[config.mk]
export PLATFORM = sky130hd
export DESIGN_NAME = rs_255_223_encoder_unit_flat
export DESIGN_NICKNAME = d
export VERILOG_FILES = /design/src/rs_enc_pkg.sv /design/src/rs_enc_if.sv /design/src/rs_255_223_encoder_unit.sv /design/src/rs_enc_coef_gen.sv /design/src/rs_enc_front.sv /design/src/rs_enc_back.sv /design/src/flat_wrapper.sv
export SDC_FILE = /design/constraint.sdc
export NUM_CORES = 2
export LEC_CHECK = 0
export BUFFER_PORTS_ARGS = -buffer_cell sky130_fd_sc_hd__buf_4
export CAP_MARGIN = 25
export CORE_ASPECT_RATIO = 0.6
export CORE_MARGIN = 2
export CORE_UTILIZATION = 70
export DETAILED_ROUTE_END_ITERATION = 12
export GPL_TIMING_DRIVEN = 0
export PLACE_DENSITY = 0.89
export SLEW_MARGIN = 25
export SYNTH_ARGS = -nofsm -noshare
export SYNTH_HDL_FRONTEND = slang
export SYNTH_SLANG_ARGS = --single-unit
export TNS_END_PERCENT = 20
[constraint.sdc]
create_clock -name clk_i -period 10.3 [get_ports clk_i]
set_clock_uncertainty 0.2 [all_clocks]
set_input_delay 1.03 -clock clk_i [delete_from_list [all_inputs] [get_ports clk_i]]
set_output_delay 1.03 -clock clk_i [all_outputs]
set_load 0.01 [all_outputs]
[src/rs_enc_pkg.sv]
// Shared types, constants and GF(2^8) helpers for the RS(255,223) encoder.
package rs_enc_pkg;

  localparam int SymW       = 8;
  localparam int NPar       = 32;
  localparam int ParCntW    = $clog2(NPar + 1);
  localparam int QueueDepth = 2;
  localparam int ExpW       = 8;

  localparam logic [SymW-1:0] FieldPolyReset = 8'h87;
  // highest generator exponent; the coefficient sweep ends here
  localparam logic [ExpW-1:0] MaxExp = 8'd251;

  // generator coefficients as powers of alpha, tap 0 up to tap 31
  localparam logic [ExpW-1:0] TapExp [NPar] = '{
    8'd0,   8'd249, 8'd59,  8'd66,  8'd4,   8'd43,  8'd126, 8'd251,
    8'd97,  8'd30,  8'd3,   8'd213, 8'd50,  8'd66,  8'd170, 8'd5,
    8'd24,  8'd5,   8'd170, 8'd66,  8'd50,  8'd213, 8'd3,   8'd30,
    8'd97,  8'd251, 8'd126, 8'd43,  8'd4,   8'd66,  8'd59,  8'd249
  };

  typedef logic [SymW-1:0] sym_t;
  typedef logic [NPar-1:0][SymW-1:0] sym_vec_t;

  // word held in the queue between front and back
  typedef struct packed {
    sym_t sym;
    logic eob;
  } q_item_t;

  // field state seen by the back end
  typedef struct packed {
    logic busy;
    sym_t poly;
  } field_stat_t;

  // back end status, for checks at the top
  typedef struct packed {
    logic par_busy;
    logic pop;
  } back_stat_t;

  function automatic sym_t gf_times_x(sym_t a, sym_t poly);
    sym_t s;
    s = {a[SymW-2:0], 1'b0};
    if (a[SymW-1]) begin
      s = s ^ poly;
    end
    return s;
  endfunction

  function automatic sym_t gf_mul(sym_t a, sym_t b, sym_t poly);
    sym_t acc;
    sym_t m;
    acc = '0;
    m   = a;
    for (int i = 0; i < SymW; i++) begin
      if (b[i]) begin
        acc = acc ^ m;
      end
      m = gf_times_x(m, poly);
    end
    return acc;
  endfunction

endpackage

[src/rs_enc_if.sv]
// Stream and configuration channel interfaces of the RS encoder.
interface rs_enc_in_if import rs_enc_pkg::*; ();
  logic valid;
  logic ready;
  sym_t data_symbol;
  logic end_of_block;

  modport source (output valid, data_symbol, end_of_block, input ready);
  modport sink (input valid, data_symbol, end_of_block, output ready);
endinterface

interface rs_enc_out_if import rs_enc_pkg::*; ();
  logic valid;
  logic ready;
  sym_t code_symbol;
  logic is_parity;
  logic last_of_run;

  modport source (output valid, code_symbol, is_parity, last_of_run, input ready);
  modport sink (input valid, code_symbol, is_parity, last_of_run, output ready);
endinterface

interface rs_enc_cfg_if import rs_enc_pkg::*; ();
  logic valid;
  logic ready;
  sym_t field_poly;

  modport source (output valid, field_poly, input ready);
  modport sink (input valid, field_poly, output ready);
endinterface

[src/rs_255_223_encoder_unit.sv]
// RS(255,223) systematic encoder, echo then 32 parity bytes: one data byte per cycle
// while not stalled, bound by the single LFSR update. An accepted byte is written to the
// queue, then on pop steps the LFSR and is registered as its echo word; an end-of-block
// byte is followed by its 32 parity words; no byte leaves the queue while they unload.
// Reset (async, active low) clears the remainder, queue and output; after reset and after
// every field_poly write the tap coefficients are rebuilt by a sweep, no input taken.
module rs_255_223_encoder_unit import rs_enc_pkg::*; #(
  parameter int QDepth = QueueDepth
) (
  input  logic         clk_i,
  input  logic         rst_ni,
  rs_enc_in_if.sink    in_i,
  rs_enc_out_if.source out_o,
  rs_enc_cfg_if.sink   cfg_i
);

  field_stat_t field_stat;
  sym_vec_t    coef;
  logic        q_valid;
  q_item_t     q_item;
  logic        q_pop;
  back_stat_t  back_stat;

  rs_enc_coef_gen u_coef_gen (
    .clk_i        (clk_i),
    .rst_ni       (rst_ni),
    .cfg_i        (cfg_i),
    .field_stat_o (field_stat),
    .coef_o       (coef)
  );

  rs_enc_front #(
    .QDepth (QDepth)
  ) u_front (
    .clk_i     (clk_i),
    .rst_ni    (rst_ni),
    .in_i      (in_i),
    .hold_i    (field_stat.busy),
    .q_valid_o (q_valid),
    .q_item_o  (q_item),
    .q_pop_i   (q_pop)
  );

  rs_enc_back u_back (
    .clk_i        (clk_i),
    .rst_ni       (rst_ni),
    .q_valid_i    (q_valid),
    .q_item_i     (q_item),
    .q_pop_o      (q_pop),
    .field_stat_i (field_stat),
    .coef_i       (coef),
    .out_o        (out_o),
    .back_stat_o  (back_stat)
  );

  // no word enters while coefficients are being rebuilt
  a_no_accept_during_build: assert property (@(posedge clk_i) disable iff (!rst_ni)
    field_stat.busy |-> !(in_i.valid && in_i.ready))
    else $error("input accepted during coefficient build");

  // parity unload must finish before the next word leaves the queue
  a_no_pop_during_parity: assert property (@(posedge clk_i) disable iff (!rst_ni)
    back_stat.par_busy |-> !back_stat.pop)
    else $error("queue popped while parity unloads");

  // a field write always starts a new build
  a_cfg_starts_build: assert property (@(posedge clk_i) disable iff (!rst_ni)
    (cfg_i.valid && cfg_i.ready) |=> field_stat.busy)
    else $error("field write did not start coefficient build");

endmodule

[src/rs_enc_coef_gen.sv]
// Field polynomial register and sequential build of the generator coefficients.
module rs_enc_coef_gen import rs_enc_pkg::*; (
  input  logic        clk_i,
  input  logic        rst_ni,
  rs_enc_cfg_if.sink  cfg_i,
  output field_stat_t field_stat_o,
  output sym_vec_t    coef_o
);

  sym_t            poly_q, poly_d;
  logic            busy_q, busy_d;
  logic [ExpW-1:0] step_q, step_d;
  sym_t            pow_q, pow_d;
  sym_vec_t        coef_q;

  logic cfg_wr;

  assign cfg_i.ready = 1'b1;
  assign cfg_wr      = cfg_i.valid & cfg_i.ready;

  always_comb begin
    poly_d = poly_q;
    busy_d = busy_q;
    step_d = step_q;
    pow_d  = pow_q;
    if (cfg_wr) begin
      // a new field restarts the sweep from alpha^0
      poly_d = cfg_i.field_poly;
      busy_d = 1'b1;
      step_d = '0;
      pow_d  = sym_t'(1);
    end else if (busy_q) begin
      pow_d  = gf_times_x(pow_q, poly_q);
      step_d = step_q + 1'b1;
      if (step_q == MaxExp) begin
        busy_d = 1'b0;
      end
    end
  end

  always_ff @(posedge clk_i or negedge rst_ni) begin
    if (!rst_ni) begin
      poly_q <= FieldPolyReset;
      busy_q <= 1'b1;
      step_q <= '0;
      pow_q  <= sym_t'(1);
    end else begin
      poly_q <= poly_d;
      busy_q <= busy_d;
      step_q <= step_d;
      pow_q  <= pow_d;
    end
  end

  // each tap picks up alpha^step when the sweep passes its exponent
  always_ff @(posedge clk_i) begin
    for (int i = 0; i < NPar; i++) begin
      if (busy_q && !cfg_wr && (TapExp[i] == step_q)) begin
        coef_q[i] <= pow_q;
      end
    end
  end

  assign field_stat_o.busy = busy_q;
  assign field_stat_o.poly = poly_q;
  assign coef_o            = coef_q;

endmodule

[src/rs_enc_front.sv]
// Input acceptance and short word queue ahead of the LFSR back end.
module rs_enc_front import rs_enc_pkg::*; #(
  parameter int QDepth = QueueDepth
) (
  input  logic       clk_i,
  input  logic       rst_ni,
  rs_enc_in_if.sink  in_i,
  input  logic       hold_i,
  output logic       q_valid_o,
  output q_item_t    q_item_o,
  input  logic       q_pop_i
);

  localparam int PtrW = (QDepth > 1) ? $clog2(QDepth) : 1;
  localparam int CntW = $clog2(QDepth + 1);

  q_item_t         mem_q [QDepth];
  logic [PtrW-1:0] wr_ptr_q, wr_ptr_d;
  logic [PtrW-1:0] rd_ptr_q, rd_ptr_d;
  logic [CntW-1:0] cnt_q, cnt_d;

  logic push;
  logic pop;

  assign in_i.ready = !hold_i && (cnt_q != CntW'(QDepth));
  assign push       = in_i.valid & in_i.ready;
  assign pop        = q_pop_i & q_valid_o;

  always_comb begin
    wr_ptr_d = wr_ptr_q;
    rd_ptr_d = rd_ptr_q;
    cnt_d    = cnt_q;
    if (push) begin
      wr_ptr_d = (wr_ptr_q == PtrW'(QDepth - 1)) ? '0 : wr_ptr_q + 1'b1;
    end
    if (pop) begin
      rd_ptr_d = (rd_ptr_q == PtrW'(QDepth - 1)) ? '0 : rd_ptr_q + 1'b1;
    end
    case ({push, pop})
      2'b10:   cnt_d = cnt_q + 1'b1;
      2'b01:   cnt_d = cnt_q - 1'b1;
      default: cnt_d = cnt_q;
    endcase
  end

  always_ff @(posedge clk_i or negedge rst_ni) begin
    if (!rst_ni) begin
      wr_ptr_q <= '0;
      rd_ptr_q <= '0;
      cnt_q    <= '0;
    end else begin
      wr_ptr_q <= wr_ptr_d;
      rd_ptr_q <= rd_ptr_d;
      cnt_q    <= cnt_d;
    end
  end

  always_ff @(posedge clk_i) begin
    if (push) begin
      mem_q[wr_ptr_q] <= '{sym: in_i.data_symbol, eob: in_i.end_of_block};
    end
  end

  assign q_valid_o = (cnt_q != '0);
  assign q_item_o  = mem_q[rd_ptr_q];

endmodule

[src/rs_enc_back.sv]
// LFSR remainder update, parity unload and output register.
module rs_enc_back import rs_enc_pkg::*; (
  input  logic          clk_i,
  input  logic          rst_ni,
  input  logic          q_valid_i,
  input  q_item_t       q_item_i,
  output logic          q_pop_o,
  input  field_stat_t   field_stat_i,
  input  sym_vec_t      coef_i,
  rs_enc_out_if.source  out_o,
  output back_stat_t    back_stat_o
);

  sym_vec_t           rem_q, rem_d;
  logic [ParCntW-1:0] par_left_q, par_left_d;
  logic               out_valid_q, out_valid_d;
  sym_t               out_sym_q, out_sym_d;
  logic               out_par_q, out_par_d;
  logic               out_last_q, out_last_d;

  logic     out_free;
  logic     pop;
  logic     par_busy;
  sym_t     fb;
  sym_vec_t rem_upd;

  assign out_free = !out_valid_q || out_o.ready;
  assign par_busy = (par_left_q != '0);
  assign pop      = q_valid_i && !par_busy && out_free && !field_stat_i.busy;

  assign fb = rem_q[NPar-1] ^ q_item_i.sym;

  always_comb begin
    rem_upd[0] = gf_mul(fb, coef_i[0], field_stat_i.poly);
    for (int i = 1; i < NPar; i++) begin
      rem_upd[i] = gf_mul(fb, coef_i[i], field_stat_i.poly) ^ rem_q[i-1];
    end
  end

  always_comb begin
    rem_d       = rem_q;
    par_left_d  = par_left_q;
    out_valid_d = out_valid_q;
    out_sym_d   = out_sym_q;
    out_par_d   = out_par_q;
    out_last_d  = out_last_q;
    if (pop) begin
      rem_d       = rem_upd;
      par_left_d  = q_item_i.eob ? ParCntW'(NPar) : '0;
      out_valid_d = 1'b1;
      out_sym_d   = q_item_i.sym;
      out_par_d   = 1'b0;
      out_last_d  = !q_item_i.eob;
    end else if (par_busy && out_free) begin
      // unload top symbol first; zeros shifted in leave the remainder cleared
      rem_d       = {rem_q[NPar-2:0], sym_t'(0)};
      par_left_d  = par_left_q - 1'b1;
      out_valid_d = 1'b1;
      out_sym_d   = rem_q[NPar-1];
      out_par_d   = 1'b1;
      out_last_d  = (par_left_q == ParCntW'(1));
    end else if (out_o.ready) begin
      out_valid_d = 1'b0;
    end
  end

  always_ff @(posedge clk_i or negedge rst_ni) begin
    if (!rst_ni) begin
      rem_q       <= '0;
      par_left_q  <= '0;
      out_valid_q <= 1'b0;
    end else begin
      rem_q       <= rem_d;
      par_left_q  <= par_left_d;
      out_valid_q <= out_valid_d;
    end
  end

  always_ff @(posedge clk_i) begin
    out_sym_q  <= out_sym_d;
    out_par_q  <= out_par_d;
    out_last_q <= out_last_d;
  end

  assign q_pop_o           = pop;
  assign out_o.valid       = out_valid_q;
  assign out_o.code_symbol = out_sym_q;
  assign out_o.is_parity   = out_par_q;
  assign out_o.last_of_run = out_last_q;

  assign back_stat_o.par_busy = par_busy;
  assign back_stat_o.pop      = pop;

endmodule
[src/flat_wrapper.sv]
// flat-port wrapper written by rule: the top's interface ports become plain ports
module rs_255_223_encoder_unit_flat import rs_enc_pkg::*;
#(
  parameter int QDepth = QueueDepth
)
  (clk_i, rst_ni, in_i_valid, in_i_data_symbol, in_i_end_of_block, in_i_ready, out_o_valid, out_o_code_symbol, out_o_is_parity, out_o_last_of_run, out_o_ready, cfg_i_valid, cfg_i_field_poly, cfg_i_ready);
  rs_enc_in_if in_i_i ();
  rs_enc_out_if out_o_i ();
  rs_enc_cfg_if cfg_i_i ();
  input  logic clk_i;
  input  logic rst_ni;
  input wire logic [$bits(in_i_i.valid)-1:0] in_i_valid;
  input wire logic [$bits(in_i_i.data_symbol)-1:0] in_i_data_symbol;
  input wire logic [$bits(in_i_i.end_of_block)-1:0] in_i_end_of_block;
  output wire logic [$bits(in_i_i.ready)-1:0] in_i_ready;
  output wire logic [$bits(out_o_i.valid)-1:0] out_o_valid;
  output wire logic [$bits(out_o_i.code_symbol)-1:0] out_o_code_symbol;
  output wire logic [$bits(out_o_i.is_parity)-1:0] out_o_is_parity;
  output wire logic [$bits(out_o_i.last_of_run)-1:0] out_o_last_of_run;
  input wire logic [$bits(out_o_i.ready)-1:0] out_o_ready;
  input wire logic [$bits(cfg_i_i.valid)-1:0] cfg_i_valid;
  input wire logic [$bits(cfg_i_i.field_poly)-1:0] cfg_i_field_poly;
  output wire logic [$bits(cfg_i_i.ready)-1:0] cfg_i_ready;
  assign in_i_i.valid = in_i_valid;
  assign in_i_i.data_symbol = in_i_data_symbol;
  assign in_i_i.end_of_block = in_i_end_of_block;
  assign in_i_ready = in_i_i.ready;
  assign out_o_valid = out_o_i.valid;
  assign out_o_code_symbol = out_o_i.code_symbol;
  assign out_o_is_parity = out_o_i.is_parity;
  assign out_o_last_of_run = out_o_i.last_of_run;
  assign out_o_i.ready = out_o_ready;
  assign cfg_i_i.valid = cfg_i_valid;
  assign cfg_i_i.field_poly = cfg_i_field_poly;
  assign cfg_i_ready = cfg_i_i.ready;
  rs_255_223_encoder_unit #(.QDepth(QDepth)) u_core (.clk_i(clk_i), .rst_ni(rst_ni), .in_i(in_i_i), .out_o(out_o_i), .cfg_i(cfg_i_i));
endmodule
# Word level (Yosys, flattened, before mapping)
# Memories as Yosys holds them, arrays and structs flattened.
# Index checks and enable logic that the tools add are counted.
[classes]
add_sub_neg = 6
mul = 0
n_div = 0
n_lt_le_gt_ge = 0
eq_ne = 20
shifts = 0
n_mux = 160
bitwise = 154
reduce_logical = 35
[ops]
columns = ["operator", "count"]
rows = [
  ["8-bit XOR", 152],
  ["8-bit two-way mux", 142],
  ["256-bit two-way mux", 2],
  ["8-bit == test, first input constant", 4],
  ["6-bit by 8-bit == test with 1-bit output, first input constant", 3],
  ["7-bit by 8-bit == test with 1-bit output, first input constant", 3],
  ["1-bit logical AND", 22],
  ["6-bit two-way mux", 3],
  ["3-bit by 8-bit == test with 1-bit output, first input constant", 2],
  ["5-bit by 8-bit == test with 1-bit output, first input constant", 2],
  ["1-bit two-way mux", 12],
  ["8-bit by 1-bit adder with 8-bit output, second input constant", 1],
  ["2-bit by 8-bit == test with 1-bit output, first input constant", 1],
  ["8-bit == test, second input constant", 1],
  ["8-bit zero test", 1],
  ["2-bit nonzero test", 4],
  ["6-bit by 1-bit == test with 1-bit output, second input constant", 1],
  ["6-bit nonzero test", 1],
  ["6-bit by 1-bit subtractor with 6-bit output, second input constant", 1],
  ["1-bit zero test", 5],
  ["2-bit one-hot mux with 2 select lines", 1],
  ["3-bit nonzero test", 1],
  ["1-bit adder, second input constant", 2],
  ["2-bit by 1-bit adder with 2-bit output, second input constant", 1],
  ["other kinds (6)", 7],
]
[totals]
reg_bits = 430
latchBits = 0
ram_bits = 18
rom_bits = 0
inputBits = 22
n_memories = 1
[mem_list]
columns = ["memory", "depth", "word_bits", "rd", "rd_clocked_by_memory_dff", "wr", "line_no", "source"]
rows = [
  ["u_core.u_front.mem_q", 2, 9, 1, 0, 1, "rs_enc_front.sv:17", "q_item_t mem_q [QDepth];"],
]

# Longest topological paths before layout
# An unclocked memory read counts as a cell.
[depth]
depth_word = 20
ltp_mapped = 22
depth_no_buf = 15

# By module
# Synthesis repeated with hierarchy kept, for this count alone.
[unflattened]
hier_cells = 6503
area_unflattened_um2 = 48951.9
[by_module_without_submodules]
columns = ["mod", "n_inst", "cells_each", "area_each_um2", "seq_area_each_um2"]
rows = [
  ["rs_enc_back", 1, 6047, 41851.4, 6871.6],
  ["rs_enc_coef_gen", 1, 409, 6243.5, 4476.8],
  ["rs_enc_front", 1, 47, 857.1, 640.6],
]

# Worst setup path before layout
# OpenSTA, ideal clock, no wires.
[synth_path]
path_type = "register -> register"
start = "reg u_core.u_front.rd_ptr_q"
end = "reg u_core.u_back.rem_q[197] (netlist name)"
setup_ps = 104
arrival_ps = 4458
t_required_ps = 9996
path_slack_ps = 5538
stages_incl_launch_ff = 21
path_buffers = 5
cell_sequence = "dfrtp_1 buf_6 mux2i_4 xnor2_1 buf_2 nor3_4 nor3_2 nor2_2 a2111oi_0 nor3b_2 a22o_2 buf_6 mux2i_1 a211oi_1 buf_2 buf_2 mux2i_1 xnor2_1 nand3_1 a31o_1 a221oi_1"
[synth_between]
elab_chain_len = 20
word_cells_on_any_way = 33
[synth_rtl]
columns = ["item", "line_no", "source"]
rows = [
  ["start: declaration", "rs_enc_front.sv:19", "logic [PtrW-1:0] rd_ptr_q, rd_ptr_d;"],
  ["start signal: assignment", "rs_enc_front.sv:53", "rd_ptr_q <= rd_ptr_d;"],
  ["memory read 2 x 9 bit (*)", "n/a", ""],
  ["8-bit XOR (*)", "rs_enc_back.sv:31", "assign fb = rem_q[NPar-1] ^ q_item_i.sym;"],
  ["8-bit XOR", "rs_enc_pkg.sv:47", "s = s ^ poly;"],
  ["8-bit two-way mux", "rs_enc_pkg.sv:46", "if (a[SymW-1]) begin"],
  ["8-bit XOR (on tied branches)", "rs_enc_pkg.sv:59, rs_enc_pkg.sv:47", ""],
  ["8-bit two-way mux (on tied branches)", "n/a", ""],
  ["8-bit XOR (on tied branches)", "rs_enc_pkg.sv:59, rs_enc_pkg.sv:47", ""],
  ["8-bit two-way mux (on tied branches)", "n/a", ""],
  ["[... 4 more ...]", "n/a", ""],
  ["8-bit XOR", "rs_enc_pkg.sv:59", "acc = acc ^ m;"],
  ["8-bit two-way mux", "n/a", ""],
  ["8-bit XOR", "rs_enc_pkg.sv:59", ""],
  ["8-bit two-way mux", "n/a", ""],
  ["8-bit XOR", "rs_enc_pkg.sv:59", ""],
  ["8-bit two-way mux (*)", "rs_enc_pkg.sv:58", "if (b[i]) begin"],
  ["8-bit XOR (*)", "rs_enc_back.sv:36", "rem_upd[i] = gf_mul(fb, coef_i[i], field_stat_i.poly) ^ rem_q[i-1];"],
  ["256-bit two-way mux (*)", "rs_enc_back.sv:47", "if (pop) begin"],
  ["end signal: assignment", "rs_enc_back.sv:73", "rem_q <= rem_d;"],
  ["end: declaration", "rs_enc_back.sv:14", "sym_vec_t rem_q, rem_d;"],
]
# Every way passes the cells marked *; elsewhere a longest branch is shown, timed or not.
# A chain may end at the register's enable or synchronous reset.

# Worst setup path after layout
[layout_path]
start = "reg u_core.u_back.rem_q[255] (netlist name)"
end = "reg u_core.u_back.rem_q[3] (netlist name)"
[layout_between]
elab_chain_len = 17
word_cells_on_any_way = 29
[layout_rtl]
columns = ["item", "line_no"]
rows = [
  ["8-bit XOR (*)", "rs_enc_back.sv:31"],
  ["8-bit two-way mux (*)", "rs_enc_pkg.sv:46"],
  ["8-bit XOR (on tied branches)", "rs_enc_pkg.sv:59, rs_enc_pkg.sv:47"],
  ["8-bit two-way mux (on tied branches)", "rs_enc_pkg.sv:58, rs_enc_pkg.sv:46"],
  ["8-bit XOR (on tied branches)", "rs_enc_pkg.sv:59, rs_enc_pkg.sv:47"],
  ["8-bit two-way mux (on tied branches)", "rs_enc_pkg.sv:58, rs_enc_pkg.sv:46"],
  ["8-bit XOR (on tied branches)", "rs_enc_pkg.sv:59, rs_enc_pkg.sv:47"],
  ["8-bit two-way mux (on tied branches)", "rs_enc_pkg.sv:58, rs_enc_pkg.sv:46"],
  ["8-bit XOR", "rs_enc_pkg.sv:59"],
  ["8-bit two-way mux", "rs_enc_pkg.sv:58"],
  ["8-bit XOR", "rs_enc_pkg.sv:59"],
  ["8-bit two-way mux", "rs_enc_pkg.sv:58"],
  ["8-bit XOR", "rs_enc_pkg.sv:59"],
  ["8-bit two-way mux", "rs_enc_pkg.sv:58"],
  ["8-bit XOR", "rs_enc_pkg.sv:59"],
  ["8-bit two-way mux (*)", "rs_enc_pkg.sv:58"],
  ["256-bit two-way mux (*)", "rs_enc_back.sv:47"],
]
# Marked as above.

==> flow_summary_export.csv <==
group,metric,value,unit
timing,worst_pin_slew,1230,ps
detailed_routing,vias,34200,
global_route,gr-usage-all-layers,50.1,%
synth,synthArstFlopShare,65.2,%
critical_path,slowest_stage,"dfrtp_1",
global_route,antenna_found_initial,4,
critical_path,worst_setup_path_end_kind,"flop",
die,io_pins,35,
synth,synth_edf_count,155,
global_route,grt-ovfl-total,0,
die,die_area,52300,sq um
global_route,first_global_vias,31500,
synth,syn_area_per_cell,8.41,sq um
detailed_routing,ant_nets,0,
place,pre_cts_ws,3610,ps
timing,period_needed,7310,ps
clock_network,path_clk_slew,70,ps
timing,fin_ws,2990,ps
die,chipWidth,294,um
critical_path,crit_family,"buffers and inverters",
detailed_routing,wl_per_cell,26.6,um
critical_path,critPathKind,"reg -> reg",
synth,ys.warnings.count,0,
synth,synth_top_cell_by_area,"dfrtp_1",
clock_network,clk_latency,620,ps
critical_path,path_buf_inv,5,
timing,rsz0062_at_grt,"no",
critical_path,critPathMaxStageDelay,920,ps
die,core,49600,sq um
timing,slew_viol_final,0,
timing,finalHoldViolations,0,
synth,syn-instance-count,4196,
synth,yosys-top-cells-area,"dfrtp_1 20%, xnor2_1 18%, edfxtp_1 13%, nand2_1 11%, xor2_1 4.7%",
synth,synth_flop_cell,"dfrtp_1",
synth,ys_types,92,
synth,synth_common_cells,"1029 x nand2_1, 725 x xnor2_1, 286 x dfrtp_1, 229 x clkbuf_1, 189 x xor2_1",
global_route,grt_max_degree,88,
detailed_routing,dr.pass1.iters,8,
synth,yosys.area_share.simple,19.4,%
clock_network,cts_sinks,448,
synth,synthMostInstantiatedCell,"nand2_1",
synth,synth_top_area_share,20.3,%
timing,relSlewSlack,17.7,%
timing,setup_viol,0,
synth,synth-seq-area-share,34.0,%
layout,fin_nets,4317,
status,status,"finished, final reports clean",
die,start_util,71.2,%
clock_network,tritoncts,"built",
layout,synthToLayoutAreaGrowth,7.87,%
synth,syn-num-nets,4225,
die,die_y,178,um
synth,ys_ff_latch,448,
clock_network,cts_setup_buffers,0,
timing,post-route-period-util,70.9,%
synth,synth_top_family_by_area,"XOR/XNOR gates",
layout,drive_gt1_share,7.49,%
synth,synth-xor-area-share,24.1,%
critical_path,worst_path_most_repeated_cell,"xnor2_1",
critical_path,worstPathCellList,"xnor2_1 -> clkbuf_1 -> and2_1 -> clkbuf_1 -> a22o_1 -> clkbuf_1 -> o21ai_0 -> o211ai_1 -> clkbuf_1 -> buf_1 -> nand2_1 -> xnor2_1 -> xnor2_1 -> xnor2_1 -> xnor2_1 -> o22ai_1",
critical_path,start_kind,"flop",
timing,fmax,137,MHz
place,placed_cells,4892,
detailed_routing,drc,0,
clock_network,cts_resized,0,
synth,syn_area,35300,sq um
clock_network,cts_buffer_depth,3,
critical_path,worstPathRequired,10540,ps
worst_hold_path,hold_class,"in -> async",
timing,fin_setup_tns,0,ps
detailed_routing,wirelength,132000,um
global_route,grt_pass1_wl,195000,um
clock_network,htree_levels,2,
place,io_buffers,33,
clock_network,cts_root_buffer,"clkbuf_16",
layout,fin_util,76.8,%
detailed_routing,drtIter0Drc,6343,
critical_path,crit_fanout,10,
synth,muxShareOfSynthArea,2.45,%
die,rows,63,
place,gp_congestion,1.09,
synth,synth_compound_area_share,14.2,%
clock_network,cts_hold_buf,0,
critical_path,worst_ep_arrival_time,7550,ps
flow_run,cap_violations,0,
synth,synthAdderAreaFrac,0.248,%
detailed_routing,viasPerCell,6.87,
place,place.detailed.hpwl,101000,um
layout,layout.cells.non_filler,4977,
clock_network,cts_buffers,44,
[per-layer routing]
metal  part of all wire [%]  track usage (%)  vias to the layer above  routed length, um
met5                   0.13             1.78                        -                172
met4                    4.4             18.7                        8               5800
met3                     19             21.4                      508              25400
met2                     38             67.4                     3083              50800
met1                     38             70.8                    16200              50200
li1                       -                -                    14400                  -
[logic make-up (layout without fill, tap and decap cells)]
| kind of cell | count (synthesis) | after routing |
|---|---|---|
| AO/OA/AOI/OAI | 658 | 658 |
| other | 1 | 5 |
| AND/OR/NAND/NOR | 1579 | 1579 |
| XOR/XNOR | 937 | 937 |
| flip-flops | 448 | 448 |
| multiplexers | 83 | 83 |
| adder cells (fa/ha/maj) | 7 | 7 |
| buffers and inverters | 483 | 610 |
[state kept, by name (all words and copies together) (netlist names)]
name / cells
u_core.u_coef_gen.step_q: 8
u_core.u_front.mem_q: 18
u_core.u_back.par_left_q: 6
u_core.u_coef_gen.busy_q: 1
u_core.u_back.out_o.is_parity: 1
u_core.u_front.wr_ptr_q: 1
u_core.u_coef_gen.poly_q: 8
u_core.u_back.out_o.last_of_run: 1
u_core.u_front.cnt_q: 2
u_core.u_coef_gen.pow_q: 8
u_core.u_front.rd_ptr_q: 1
u_core.u_back.rem_q: 256
u_core.u_back.out_o.code_symbol: 8
u_core.u_back.out_o.valid: 1
u_core.u_coef_gen.coef_o: 128
[layout make-up]
type	count	area (sq um)
repair buffers	46	403
clock inverters	24	268
clock buffers	57	1180
flip-flops and latches	448	12000
plain buffers	369	1540
well taps	650	813
fillers	3527	11500
multi-input cells	3265	21400
diodes	4	10.0
inverters	114	428
[final timing paths]
kind | from | endpoint | slack (ps) | cells after the start
worst max register to register | u_core.u_back.rem_q[255]$_DFFE_PN0P_ | u_core.u_back.rem_q[3]$_DFFE_PN0P_ | 2990 | 16
worst min register to register | u_core.u_back.out_o.is_parity$_SDFFE_PP0P_ | u_core.u_back.out_o.is_parity$_SDFFE_PP0P_ | 260 | 2
worst min-delay path | rst_ni | u_core.u_coef_gen.poly_q[6]$_DFFE_PN0P_ | 150 | 1
min in group clk_i | u_core.u_back.out_o.is_parity$_SDFFE_PP0P_ | u_core.u_back.out_o.is_parity$_SDFFE_PP0P_ | 260 | 2
max in group asynchronous | rst_ni | u_core.u_back.rem_q[218]$_DFFE_PN0P_ | 8080 | 4
worst max-delay path | u_core.u_back.rem_q[255]$_DFFE_PN0P_ | u_core.u_back.rem_q[3]$_DFFE_PN0P_ | 2990 | 16
[placed cells by master, fill, tap and decap left out, types with 16 or more instances in the layout]
cell	instances
buf_4	39
xor2_1	188
a21oi_1	28
mux2i_1	77
clkbuf_2	53
clkbuf_16	45
clkbuf_1	239
nand4_1	23
a211oi_1	105
nand2_1	1029
edfxtp_1	155
o211ai_1	18
o221a_2	55
buf_2	45
a21o_1	45
a31o_1	37
nand3_1	181
o22ai_1	63
o21ai_0	102
and3_1	61
a221oi_1	75
nor2_1	55
o21a_1	27
dfrtp_1	286
nand2b_1	38
nor3_1	125
xnor2_1	720
buf_1	42
inv_1	112
or3_1	16
[stage by stage]
stage                     hold WS, ps  area, sq um
after detailed placement          252        36600
final                             153        38100
after global routing              199        38100
after CTS                         175        38000
after floorplan                   235        35300
after global placement            234        36400
Power is not shown: default switching activity piles up to over one toggle a cycle in this logic, so the estimate is an artifact.
